## src/design/assert_macros.svh

```systemverilog
// Assertion macros used by the top-level design file
`ifndef ASSERT_MACROS_SVH
`define ASSERT_MACROS_SVH

// Same-cycle implication, disabled while reset is high
`define ASSERT_IMPLIES(label, clk, rst, pre, post) \
   label: assert property (@(posedge clk) disable iff (rst) (pre) |-> (post)) \
      else $error("same-cycle check failed");

// Next-cycle implication, disabled while reset is high
`define ASSERT_NEXT(label, clk, rst, pre, post) \
   label: assert property (@(posedge clk) disable iff (rst) (pre) |=> (post)) \
      else $error("next-cycle check failed");

`endif

```

## src/design/vfpq_pkg.sv

```systemverilog
// Types, constants and command codes of the frame pacing queue
package vfpq_pkg;

   localparam int QUEUE_DEPTH_DEF = 4;

   localparam int HANDLE_W = 16;
   localparam int TIME_W   = 40;
   localparam int DUR_W    = 32;
   localparam int DELAY_W  = 32;
   localparam int DROP_W   = 32;
   localparam int FILL_W   = 3;
   localparam int CMD_W    = 3;

   localparam int REQ_DATA_W = 136;
   localparam int RSP_DATA_W = 88;

   localparam logic [DELAY_W-1:0] DEFAULT_DELAY_RST = 32'd10000;
   localparam logic [FILL_W-1:0]  FILL_LIMIT_RST    = 3'd3;

   localparam logic [CMD_W-1:0] CMD_PUSH   = 3'd0;
   localparam logic [CMD_W-1:0] CMD_RENDER = 3'd1;
   localparam logic [CMD_W-1:0] CMD_FLUSH  = 3'd2;
   localparam logic [CMD_W-1:0] CMD_START  = 3'd3;
   localparam logic [CMD_W-1:0] CMD_STOP   = 3'd4;

   localparam logic CSR_DEFAULT_DELAY = 1'b0;
   localparam logic CSR_FILL_LIMIT    = 1'b1;

   typedef struct packed {
      logic [HANDLE_W-1:0] handle;
      logic [TIME_W-1:0]   pts;
      logic [DUR_W-1:0]    dur;
   } vfpq_entry_type;

   typedef struct packed {
      logic shift;
      logic load;
   } vfpq_cell_ctl_type;

endpackage

```

## src/design/video_frame_pacing_queue_top.sv

```systemverilog
// Top level of the frame pacing queue: command sequencer, cell chain and result register
// Frames sit in a chain of QUEUE_DEPTH cells with the head in cell 0; a pop shifts every cell
// one place towards the head at once. One request is worked at a time and req_tready is
// high between requests. Push, flush, start, stop, unused commands and a render that shows
// the head frame unchanged or shows nothing pass through the decide step and reach the result
// register. A render that advances drops the old head in the decide step; a scan step then
// skips, one frame per cycle, every later frame that is already due, and when frames remain
// a difference step and a settle step work out the delay. The next request is taken in the
// cycle after the result is loaded. A new request is taken while the previous result still
// waits in the output register; a stalled output then holds that request in its last step
// and keeps req_tready low.
`include "assert_macros.svh"

module video_frame_pacing_queue_top import vfpq_pkg::*; #(
   parameter int QUEUE_DEPTH = QUEUE_DEPTH_DEF
) (
   input  logic                  clock,
   input  logic                  reset,
   input  logic                  req_tvalid,
   output logic                  req_tready,
   // frame_handle, frame_pts_us, frame_duration_us, clock_now_us, clock_valid, zero pad
   input  logic [REQ_DATA_W-1:0] req_tdata,
   // command
   input  logic [CMD_W-1:0]      req_tuser,
   output logic                  rsp_tvalid,
   input  logic                  rsp_tready,
   // shown_handle, next_delay_us, drop_count, can_accept, push_rejected, zero pad
   output logic [RSP_DATA_W-1:0] rsp_tdata,
   // frame_valid
   output logic                  rsp_tuser,
   input  logic                  csr_we,
   input  logic                  csr_index,
   input  logic [DELAY_W-1:0]    csr_wdata
);

   localparam int CNT_W = $clog2(QUEUE_DEPTH + 1);
   localparam int CMP_W = (CNT_W > FILL_W) ? CNT_W : FILL_W;
   localparam int B_W   = TIME_W + 2;

   localparam logic [2:0] ST_IDLE   = 3'd0;
   localparam logic [2:0] ST_DECIDE = 3'd1;
   localparam logic [2:0] ST_SCAN   = 3'd2;
   localparam logic [2:0] ST_DIFF   = 3'd3;
   localparam logic [2:0] ST_SETTLE = 3'd4;
   localparam logic [2:0] ST_HOLD   = 3'd5;

   logic [2:0]           state_ff, state_in;
   logic [CNT_W-1:0]     count_ff, count_in;
   logic                 playing_ff, playing_in;
   logic [DROP_W-1:0]    drop_ff, drop_in;
   logic [DELAY_W-1:0]   dflt_delay_ff;
   logic [FILL_W-1:0]    fill_limit_ff;

   logic [CMD_W-1:0]     cmd_ff;
   logic [TIME_W-1:0]    now_ff;
   logic                 now_ok_ff;
   vfpq_entry_type       push_entry_ff;

   logic [TIME_W-1:0]    a_ff, a_in;
   logic signed [B_W-1:0] b_ff, b_in;
   logic signed [B_W-1:0] d_min;
   logic [DELAY_W-1:0]   settle_delay;

   logic                 res_valid_ff, res_valid_in;
   logic [HANDLE_W-1:0]  res_handle_ff, res_handle_in;
   logic [DELAY_W-1:0]   res_delay_ff, res_delay_in;
   logic                 res_rej_ff, res_rej_in;

   logic                 rsp_valid_ff;
   logic                 rsp_frame_ff;
   logic [HANDLE_W-1:0]  rsp_handle_ff;
   logic [DELAY_W-1:0]   rsp_delay_ff;
   logic [DROP_W-1:0]    rsp_drop_ff;
   logic                 rsp_can_ff;
   logic                 rsp_rej_ff;

   logic                 shift_en;
   logic                 push_we;
   logic                 req_take;
   logic                 rsp_load;

   vfpq_entry_type       cell_q    [QUEUE_DEPTH];
   vfpq_entry_type       cell_next [QUEUE_DEPTH];
   vfpq_cell_ctl_type    cell_ctl  [QUEUE_DEPTH];
   logic [QUEUE_DEPTH-1:0] cell_due;

   // Cell chain
   for (genvar i = 0; i < QUEUE_DEPTH; i++) begin : g_cell
      if (i < QUEUE_DEPTH - 1) begin : g_mid
         assign cell_next[i] = cell_q[i+1];
      end else begin : g_tail
         assign cell_next[i] = '0;
      end
      assign cell_ctl[i].shift = shift_en;
      assign cell_ctl[i].load  = push_we && (count_ff == CNT_W'(i));

      vfpq_cell u_cell (
         .clock   (clock),
         .ctl     (cell_ctl[i]),
         .shift_d (cell_next[i]),
         .load_d  (push_entry_ff),
         .now     (now_ff),
         .q       (cell_q[i]),
         .due     (cell_due[i])
      );
   end

   assign req_tready = (state_ff == ST_IDLE);
   assign req_take   = req_tvalid && req_tready;
   assign rsp_load   = (state_ff == ST_HOLD) && (!rsp_valid_ff || rsp_tready);

   // Smaller of the two gaps, floored at zero and saturated to the delay width
   always_comb begin
      d_min = ($signed({2'b00, a_ff}) < b_ff) ? $signed({2'b00, a_ff}) : b_ff;
      if (d_min < 0) begin
         settle_delay = '0;
      end else if (d_min[B_W-1:DELAY_W] != '0) begin
         settle_delay = '1;
      end else begin
         settle_delay = d_min[DELAY_W-1:0];
      end
   end

   always_comb begin
      state_in      = state_ff;
      count_in      = count_ff;
      playing_in    = playing_ff;
      drop_in       = drop_ff;
      a_in          = a_ff;
      b_in          = b_ff;
      res_valid_in  = res_valid_ff;
      res_handle_in = res_handle_ff;
      res_delay_in  = res_delay_ff;
      res_rej_in    = res_rej_ff;
      shift_en      = 1'b0;
      push_we       = 1'b0;

      unique case (state_ff)
         ST_IDLE: begin
            if (req_tvalid) begin
               state_in = ST_DECIDE;
            end
         end
         ST_DECIDE: begin
            res_valid_in  = 1'b0;
            res_handle_in = '0;
            res_delay_in  = dflt_delay_ff;
            res_rej_in    = 1'b0;
            state_in      = ST_HOLD;
            unique case (cmd_ff)
               CMD_PUSH: begin
                  if (count_ff == CNT_W'(QUEUE_DEPTH)) begin
                     res_rej_in = 1'b1;
                  end else begin
                     push_we  = 1'b1;
                     count_in = count_ff + CNT_W'(1);
                  end
               end
               CMD_RENDER: begin
                  if (playing_ff && (count_ff != '0) && now_ok_ff) begin
                     if (cell_due[0] && (count_ff > CNT_W'(1))) begin
                        // drop the old head; cell 1 becomes the current frame
                        shift_en = 1'b1;
                        count_in = count_ff - CNT_W'(1);
                        state_in = ST_SCAN;
                     end else begin
                        res_valid_in  = 1'b1;
                        res_handle_in = cell_q[0].handle;
                     end
                  end
               end
               CMD_FLUSH: count_in   = '0;
               CMD_START: playing_in = 1'b1;
               CMD_STOP:  playing_in = 1'b0;
               default: ;
            endcase
         end
         ST_SCAN: begin
            if ((count_ff > CNT_W'(1)) && cell_due[1]) begin
               // skip the current frame, a later one is due as well
               shift_en = 1'b1;
               count_in = count_ff - CNT_W'(1);
               drop_in  = drop_ff + DROP_W'(1);
            end else begin
               res_valid_in  = 1'b1;
               res_handle_in = cell_q[0].handle;
               state_in      = (count_ff > CNT_W'(1)) ? ST_DIFF : ST_HOLD;
            end
         end
         ST_DIFF: begin
            a_in = cell_q[1].pts - now_ff;
            b_in = $signed({2'b00, cell_q[0].pts}
                           + {{(B_W-DUR_W){1'b0}}, cell_q[0].dur}
                           - {2'b00, now_ff});
            state_in = ST_SETTLE;
         end
         ST_SETTLE: begin
            res_delay_in = settle_delay;
            state_in     = ST_HOLD;
         end
         ST_HOLD: begin
            if (!rsp_valid_ff || rsp_tready) begin
               state_in = ST_IDLE;
            end
         end
         default: state_in = ST_IDLE;
      endcase
   end

   always_ff @(posedge clock) begin
      if (reset) begin
         state_ff      <= ST_IDLE;
         count_ff      <= '0;
         playing_ff    <= 1'b0;
         drop_ff       <= '0;
         dflt_delay_ff <= DEFAULT_DELAY_RST;
         fill_limit_ff <= FILL_LIMIT_RST;
         rsp_valid_ff  <= 1'b0;
      end else begin
         state_ff   <= state_in;
         count_ff   <= count_in;
         playing_ff <= playing_in;
         drop_ff    <= drop_in;
         if (csr_we) begin
            unique case (csr_index)
               CSR_DEFAULT_DELAY: dflt_delay_ff <= csr_wdata;
               CSR_FILL_LIMIT:    fill_limit_ff <= csr_wdata[FILL_W-1:0];
               default: ;
            endcase
         end
         if (rsp_load) begin
            rsp_valid_ff <= 1'b1;
         end else if (rsp_tready) begin
            rsp_valid_ff <= 1'b0;
         end
      end
   end

   always_ff @(posedge clock) begin
      if (req_take) begin
         cmd_ff               <= req_tuser;
         push_entry_ff.handle <= req_tdata[15:0];
         push_entry_ff.pts    <= req_tdata[55:16];
         push_entry_ff.dur    <= req_tdata[87:56];
         now_ff               <= req_tdata[127:88];
         now_ok_ff            <= req_tdata[128];
      end
      a_ff          <= a_in;
      b_ff          <= b_in;
      res_valid_ff  <= res_valid_in;
      res_handle_ff <= res_handle_in;
      res_delay_ff  <= res_delay_in;
      res_rej_ff    <= res_rej_in;
      if (rsp_load) begin
         rsp_frame_ff  <= res_valid_ff;
         rsp_handle_ff <= res_handle_ff;
         rsp_delay_ff  <= res_delay_ff;
         rsp_drop_ff   <= drop_ff;
         rsp_can_ff    <= (CMP_W'(count_ff) < CMP_W'(fill_limit_ff));
         rsp_rej_ff    <= res_rej_ff;
      end
   end

   assign rsp_tvalid = rsp_valid_ff;
   assign rsp_tuser  = rsp_frame_ff;
   assign rsp_tdata  = {6'b0, rsp_rej_ff, rsp_can_ff, rsp_drop_ff, rsp_delay_ff, rsp_handle_ff};

   `ASSERT_IMPLIES(a_count_bound, clock, reset, 1'b1, count_ff <= CNT_W'(QUEUE_DEPTH))
   `ASSERT_IMPLIES(a_scan_nonempty, clock, reset, state_ff == ST_SCAN, count_ff != '0)
   `ASSERT_NEXT(a_drop_only_in_scan, clock, reset, state_ff != ST_SCAN, $stable(drop_ff))

endmodule

```

## src/design/vfpq_cell.sv

```systemverilog
// One queue cell: holds a frame, shifts towards the head or takes a pushed frame
module vfpq_cell import vfpq_pkg::*; (
   input  logic                clock,
   input  vfpq_cell_ctl_type   ctl,
   input  vfpq_entry_type      shift_d,
   input  vfpq_entry_type      load_d,
   input  logic [TIME_W-1:0]   now,
   output vfpq_entry_type      q,
   output logic                due
);

   vfpq_entry_type entry_ff;

   always_ff @(posedge clock) begin
      priority if (ctl.shift) begin
         entry_ff <= shift_d;
      end else if (ctl.load) begin
         entry_ff <= load_d;
      end else begin
         entry_ff <= entry_ff;
      end
   end

   assign q   = entry_ff;
   assign due = (entry_ff.pts <= now);

endmodule

```

## config.mk

```make
export PLATFORM = sky130hd
export DESIGN_NAME = video_frame_pacing_queue_top
export DESIGN_NICKNAME = d
export VERILOG_FILES = /design/src/design/vfpq_pkg.sv /design/src/design/video_frame_pacing_queue_top.sv /design/src/design/vfpq_cell.sv
export VERILOG_INCLUDE_DIRS = /design/src /design/src/design
export SDC_FILE = /design/constraint.sdc
export NUM_CORES = 1
export LEC_CHECK = 0
export ABC_AREA = 1
export CELL_PAD_IN_SITES_DETAIL_PLACEMENT = 0
export CELL_PAD_IN_SITES_GLOBAL_PLACEMENT = 1
export CORE_MARGIN = 1.5
export CORE_UTILIZATION = 49
export DETAILED_ROUTE_END_ITERATION = 10
export DONT_BUFFER_PORTS = 1
export PLACE_DENSITY_LB_ADDON = 0.08
export SLEW_MARGIN = 20
export SYNTH_ARGS = -nofsm -noshare
export SYNTH_HDL_FRONTEND = slang
export SYNTH_HIERARCHICAL = 1
export SYNTH_SLANG_ARGS = --single-unit
```

## constraint.sdc

```tcl
create_clock -name clock -period 14.7 [get_ports clock]
set_input_delay 3.675 -clock clock [delete_from_list [all_inputs] [get_ports clock]]
set_output_delay 3.675 -clock clock [all_outputs]
set_load 0.005 [all_outputs]
```

==> flow_summary.json, run 1 <==
{
  "grt_pass1_vias": 27142,
  "relSlewSlack": 0.296,
  "netlist_area_um2": 40900,
  "drive_above_1_share": 0.0429,
  "placed_cells": 5746,
  "first_pass_iters": 5,
  "avgSynthCellArea_um2": 8.75,
  "grt_start_max_net_pins": 133,
  "gr-total-overflow": 0,
  "final_cell_mix": "1,940 x nand2_1, 699 x edfxtp_1, 649 x inv_1, 341 x nor2_1, 217 x ha_1",
  "ant_nets": 0,
  "setup_tns_ps": 0,
  "maxCapViolCount": 0,
  "crit_type": "reg2reg",
  "whs_ps": 414,
  "rows": 105,
  "nets": 5190,
  "area_delta_synth_final_pct": 9.93,
  "viasPerCell": 4.83,
  "routed_wl_um": 97900,
  "status": "completed",
  "cts_buffers": 84,
  "hold_end": "rsp_delay_ff[17]$_DFFE_PP_",
  "die_area_um2": 85300,
  "max_slew.worst_pin.slew_ps": 1060,
  "num_vias": 28528,
  "p_per_area_nw_per_um2": 118,
  "timing.final.crit_share": 0.353,
  "clock_latency_ps": 660,
  "drt_iter0_drc": 1844,
  "ios": 268,
  "portBuffers": 0,
  "cp_common_cell": "nand2_1",
  "drc_errors": 0,
  "leakagePower_nw": 20.6,
  "place.gp.congestion": 0.902,
  "power_mw": 5.32,
  "reg2reg_from": "now_ff[39]$_DFFE_PP_",
  "antenna_found_initial": 12,
  "start_util": 0.497,
  "ff_latch_area_um2": 22500,
  "finalHoldViolations": 0,
  "layout_commonest_cell": "nand2_1",
  "worst_path_dominant_cell_family": "simple AND/OR/NAND/NOR gates",
  "cts_hold_buf": 0,
  "syn_inst": 4680,
  "ir_drop_mv": 0.0947,
  "die_y_um": 292,
  "crit_buf_inv": 3,
  "critPathMaxStageDelay_ps": 840,
  "required_ps": 15220,
  "worstPathMaxFanout": 89,
  "end_kind": "flip-flop",
  "finalSetupViolCount": 0,
  "rr_worst_depth": 15,
  "nFillCells": 7596,
  "multi_input_area_um2": 15800,
  "post_drt_wl_per_cell_um": 16.6,
  "cp.arrival_ps": 5710,
  "cts.sinks": 774,
  "worstHoldStart": "res_delay_ff[17]$_DFFE_PP_",
  "cts_buffer_depth": 3,
  "fp.coreArea_um2": 82400,
  "cts_tree": "yes",
  "grt_setup_unrepaired": "no",
  "r2r_slack_ps": 9510,
  "skew_ps": 35.4,
  "final-max-slew-violation-count": 0,
  "clk_pin_slew_ps": 60,
  "min_path_type": "reg2reg",
  "hpwl_um": 72700,
  "post_dp_cell_area_um2": 42300,
  "cts_root_buffer": "clkbuf_16",
  "hold_path_depth": 0,
  "fin_crit_ps": 5190,
  "cts_resized": 0,
  "cts_setup_buffers": 0,
  "slowest_stage": "buf_4",
  "max_freq_mhz": 193,
  "layoutNonFillerInstCount": 5905,
  "r2r-end": "g_cell[0].u_cell/q[9]$_DFFE_PP_",
  "die_w_um": 292,
  "track_usage": 0.230,
  "final_area_um2": 45000,
  "path_cells": "inv_1 > ha_1 > a21oi_1 > o21ai_0 > nor2_1 > nand2_1 > nor2_1 > nand2_1 > nand2_1 > nand3_2 > nand2_4 > buf_4 > buf_4 > nand2_1 > nand2_1",
  "grt_pass1_wl_um": 152000,
  "ys_warn_count": 6,
  "startpoint_type": "flip-flop",
  "htreeDepth": 3
}
power by group:
part	internal (mW)	switching, mW
Clock	1.19	0.878
Sequential	2.54	0.0679
Combinational	0.202	0.441
worst reg2reg max path: cells and delay by family (launching register included):
family / cells / cell delay, ps
AO/OA/AOI/OAI: 2 / 290
flip-flops: 1 / 470
adder cells (fa/ha/maj): 1 / 320
AND/OR/NAND/NOR: 9 / 2230
buffers and inverters: 3 / 1770
registers in the layout, summed over array words and instances (netlist names), 32 cells and up:
name	cells
a_ff	40
b_ff	42
dflt_delay_ff	32
drop_ff	32
g_cell.u_cell/q	352
now_ff	40
push_entry_ff	88
res_delay_ff	32
rsp_delay_ff	32
rsp_drop_ff	32
layer usage:
metal / global-route usage / routed length (um)
met1: 0.325 / 46500
met2: 0.374 / 44700
met3: 0.0295 / 4280
met4: 0.0624 / 2300
met5: 0 / 72
stage by stage:
stage           util  setup WS (ps)
2_1_floorplan      -           1340
4_1_cts        0.546           9380
6_report       0.546           9510
3_5_place_dp   0.513           9280
5_1_grt        0.546           8990
3_3_place_gp   0.513           9360
worst max path at each step:
stage,to,start,slack [ps],cells after the start
after global routing,g_cell[1].u_cell/q[9]$_DFFE_PP_,now_ff[39]$_DFFE_PP_,8990,15
after floorplan,cmd_ff[0]$_DFFE_PP_,req_tvalid,1340,2
after detailed placement,rsp_delay_ff[7]$_DFFE_PP_,rsp_tready,9280,3
after CTS,g_cell[1].u_cell/q[16]$_DFFE_PP_,now_ff[39]$_DFFE_PP_,9380,15
final,g_cell[0].u_cell/q[9]$_DFFE_PP_,now_ff[39]$_DFFE_PP_,9510,15
after global placement,rsp_delay_ff[6]$_DFFE_PP_,rsp_tready,9360,3
area by class of cell:
type | count | area share
clock inverter | 44 | 0.00914
timing repair buffer | 22 | 0.00395
tap | 1070 | 0.0297
inverter | 667 | 0.0556
clock buffer | 110 | 0.0515
sequential | 774 | 0.500
antenna | 5 | 0.000278
multi-input combinational | 3213 | 0.350
(Power assumes the default switching activity.)
==> run 2, diff against run 1 <==
==> constraint.sdc (replaced) <==
create_clock -name clock -period 5 [get_ports clock]
set_input_delay 1.25 -clock clock [delete_from_list [all_inputs] [get_ports clock]]
set_output_delay 1.25 -clock clock [all_outputs]
set_load 0.005 [all_outputs]
==> flow_summary.json, run 2 (synthesized netlist as in run 1, its figures left out) <==
{
  "final_area_um2": 45200,
  "finalHoldViolations": 0,
  "antenna_found_initial": 14,
  "cts_tree": "yes",
  "nFillCells": 7574,
  "r2r_slack_ps": 1040,
  "crit_buf_inv": 4,
  "skew_ps": 53.6,
  "finalSetupViolCount": 0,
  "end_kind": "flip-flop",
  "ant_nets": 0,
  "worst_path_dominant_cell_family": "simple AND/OR/NAND/NOR gates",
  "grt_start_max_net_pins": 200,
  "drc_errors": 0,
  "cts_setup_buffers": 0,
  "start_util": 0.497,
  "max_freq_mhz": 252,
  "track_usage": 0.227,
  "area_delta_synth_final_pct": 10.4,
  "placed_cells": 5755,
  "cts.sinks": 774,
  "layoutNonFillerInstCount": 5911,
  "startpoint_type": "flip-flop",
  "reg2reg_from": "now_ff[39]$_DFFE_PP_",
  "timing.final.crit_share": 0.793,
  "min_path_type": "reg2reg",
  "setup.worst_path.end": "g_cell[3].u_cell/q[17]$_DFFE_PP_",
  "ios": 268,
  "place.gp.congestion": 0.899,
  "path_cells": "inv_1 > ha_1 > nand2_2 > nor2_4 > a21boi_1 > nor2_1 > nand2_1 > nor2_1 > nand2_1 > nand2_1 > nand3_1 > inv_1 > nand4_1 > nand2_4 > inv_2 > buf_4 > nand2_1 > nand2_1",
  "hpwl_um": 73900,
  "grt_setup_unrepaired": "no",
  "first_pass_iters": 5,
  "multi_input_area_um2": 15800,
  "status": "completed",
  "max_slew.worst_pin.slew_ps": 1050,
  "p_per_area_nw_per_um2": 348,
  "cts_resized": 0,
  "cp_common_cell": "nand2_1",
  "ff_latch_area_um2": 22500,
  "internal_power_mw": 11.7,
  "slowest_stage": "inv_2",
  "worstPathMaxFanout": 46,
  "p_switching_mw": 4.06,
  "layout_commonest_cell": "nand2_1",
  "setup_slack_ps": 1040,
  "die_y_um": 292,
  "cts_buffers": 83,
  "ir_drop_mv": 0.317,
  "fp.coreArea_um2": 82400,
  "portBuffers": 0,
  "r2r-end": "g_cell[3].u_cell/q[17]$_DFFE_PP_",
  "place_ws_ps": 910,
  "rows": 105,
  "nets": 5199,
  "final-max-slew-violation-count": 0,
  "hold_path_depth": 0,
  "cts_buffer_depth": 3,
  "clock_latency_ps": 660,
  "maxCapViolCount": 0,
  "rr_worst_depth": 18,
  "drive_above_1_share": 0.0442,
  "worstSetupPathDepth": 18,
  "gr-total-overflow": 0,
  "drt_iter0_drc": 1688,
  "sw_frac_of_total": 0.258,
  "post_drt_wl_per_cell_um": 16.3,
  "required_ps": 5520,
  "leakagePower_nw": 20.7,
  "die_w_um": 292,
  "grt_pass1_vias": 26734,
  "grt_pass1_wl_um": 150000,
  "clkPwrFrac": 0.392,
  "clk_pin_slew_ps": 60,
  "fin_util": 0.549,
  "setup_tns_ps": 0,
  "relSlewSlack": 0.296,
  "num_vias": 28301,
  "post_dp_cell_area_um2": 42400,
  "cp.arrival_ps": 4490,
  "comb_power_share": 0.121,
  "cts_root_buffer": "clkbuf_16",
  "viasPerCell": 4.79,
  "critPathMaxStageDelay_ps": 710,
  "die_area_um2": 85300,
  "final_cell_mix": "1,940 x nand2_1, 699 x edfxtp_1, 650 x inv_1, 341 x nor2_1, 217 x ha_1",
  "htreeDepth": 3,
  "seq_power_share": 0.487,
  "routed_wl_um": 96300,
  "fin_crit_ps": 3960,
  "critPathLaunch": "now_ff[39]$_DFFE_PP_",
  "largest_reg_flops": 352,
  "cts_hold_buf": 0,
  "crit_type": "reg2reg",
  "worstHoldStart": "res_handle_ff[13]$_DFFE_PP_"
}
run 2: cell count changes in the layout (fill, tap and decap cells not counted), sizes merged:
cell / before / now
inv: 667 / 672
clkinv: 35 / 29
bufinv: 4 / 9
clkbuf: 110 / 104
diode: 5 / 3
buf: 22 / 32
run 2: through the flow:
stage / power [mW] / hold WS (ps)
floorplan: 9.07 / 400
global placement: 9.65 / 402
detailed placement: 9.68 / 405
CTS: 15.9 / 418
global route: 16.4 / 421
finish: 15.7 / 417
run 2: worst register-to-register path: cells and delay by family, from the launching register on:
kind            cells  cell delay (ps)
flops               1              470
buf+inv             4             1420
compound gates      1              200
fa+ha+maj           1              310
simple gates       12             1470
run 2: power groups by stage:
stage / Combinational (mW) / Clock (mW) / Sequential [mW]
after floorplan: 1.34 / 0 / 7.73
after global placement: 1.87 / 0 / 7.79
after detailed placement: 1.89 / 0 / 7.79
after CTS: 1.90 / 6.35 / 7.66
after global routing: 2.18 / 6.57 / 7.68
final: 1.90 / 6.17 / 7.65
run 2: area by class of cell:
cell class,count,area share
clock inverters,48,0.0126
clock buffers,104,0.0481
diodes,3,0.000166
multi-input cells,3213,0.349
flip-flops and latches,774,0.498
inverters,667,0.0554
repair buffers,32,0.00742
well taps,1070,0.0296
run 2: worst min-delay path by stage:
stage | slack [ps] | to
after global routing | 420 | rsp_delay_ff[31]$_DFFE_PP_
after global placement | 400 | rsp_handle_ff[0]$_DFFE_PP_
after floorplan | 400 | rsp_delay_ff[0]$_DFFE_PP_
after CTS | 420 | rsp_delay_ff[21]$_DFFE_PP_
after detailed placement | 400 | rsp_delay_ff[15]$_DFFE_PP_
final | 420 | rsp_handle_ff[13]$_DFFE_PP_
run 2: metal layers:
layer,global-route usage,share of wire
met2,0.367,0.46
met1,0.317,0.47
met3,0.0339,0.042
met4,0.0685,0.028
met5,0,0.00094
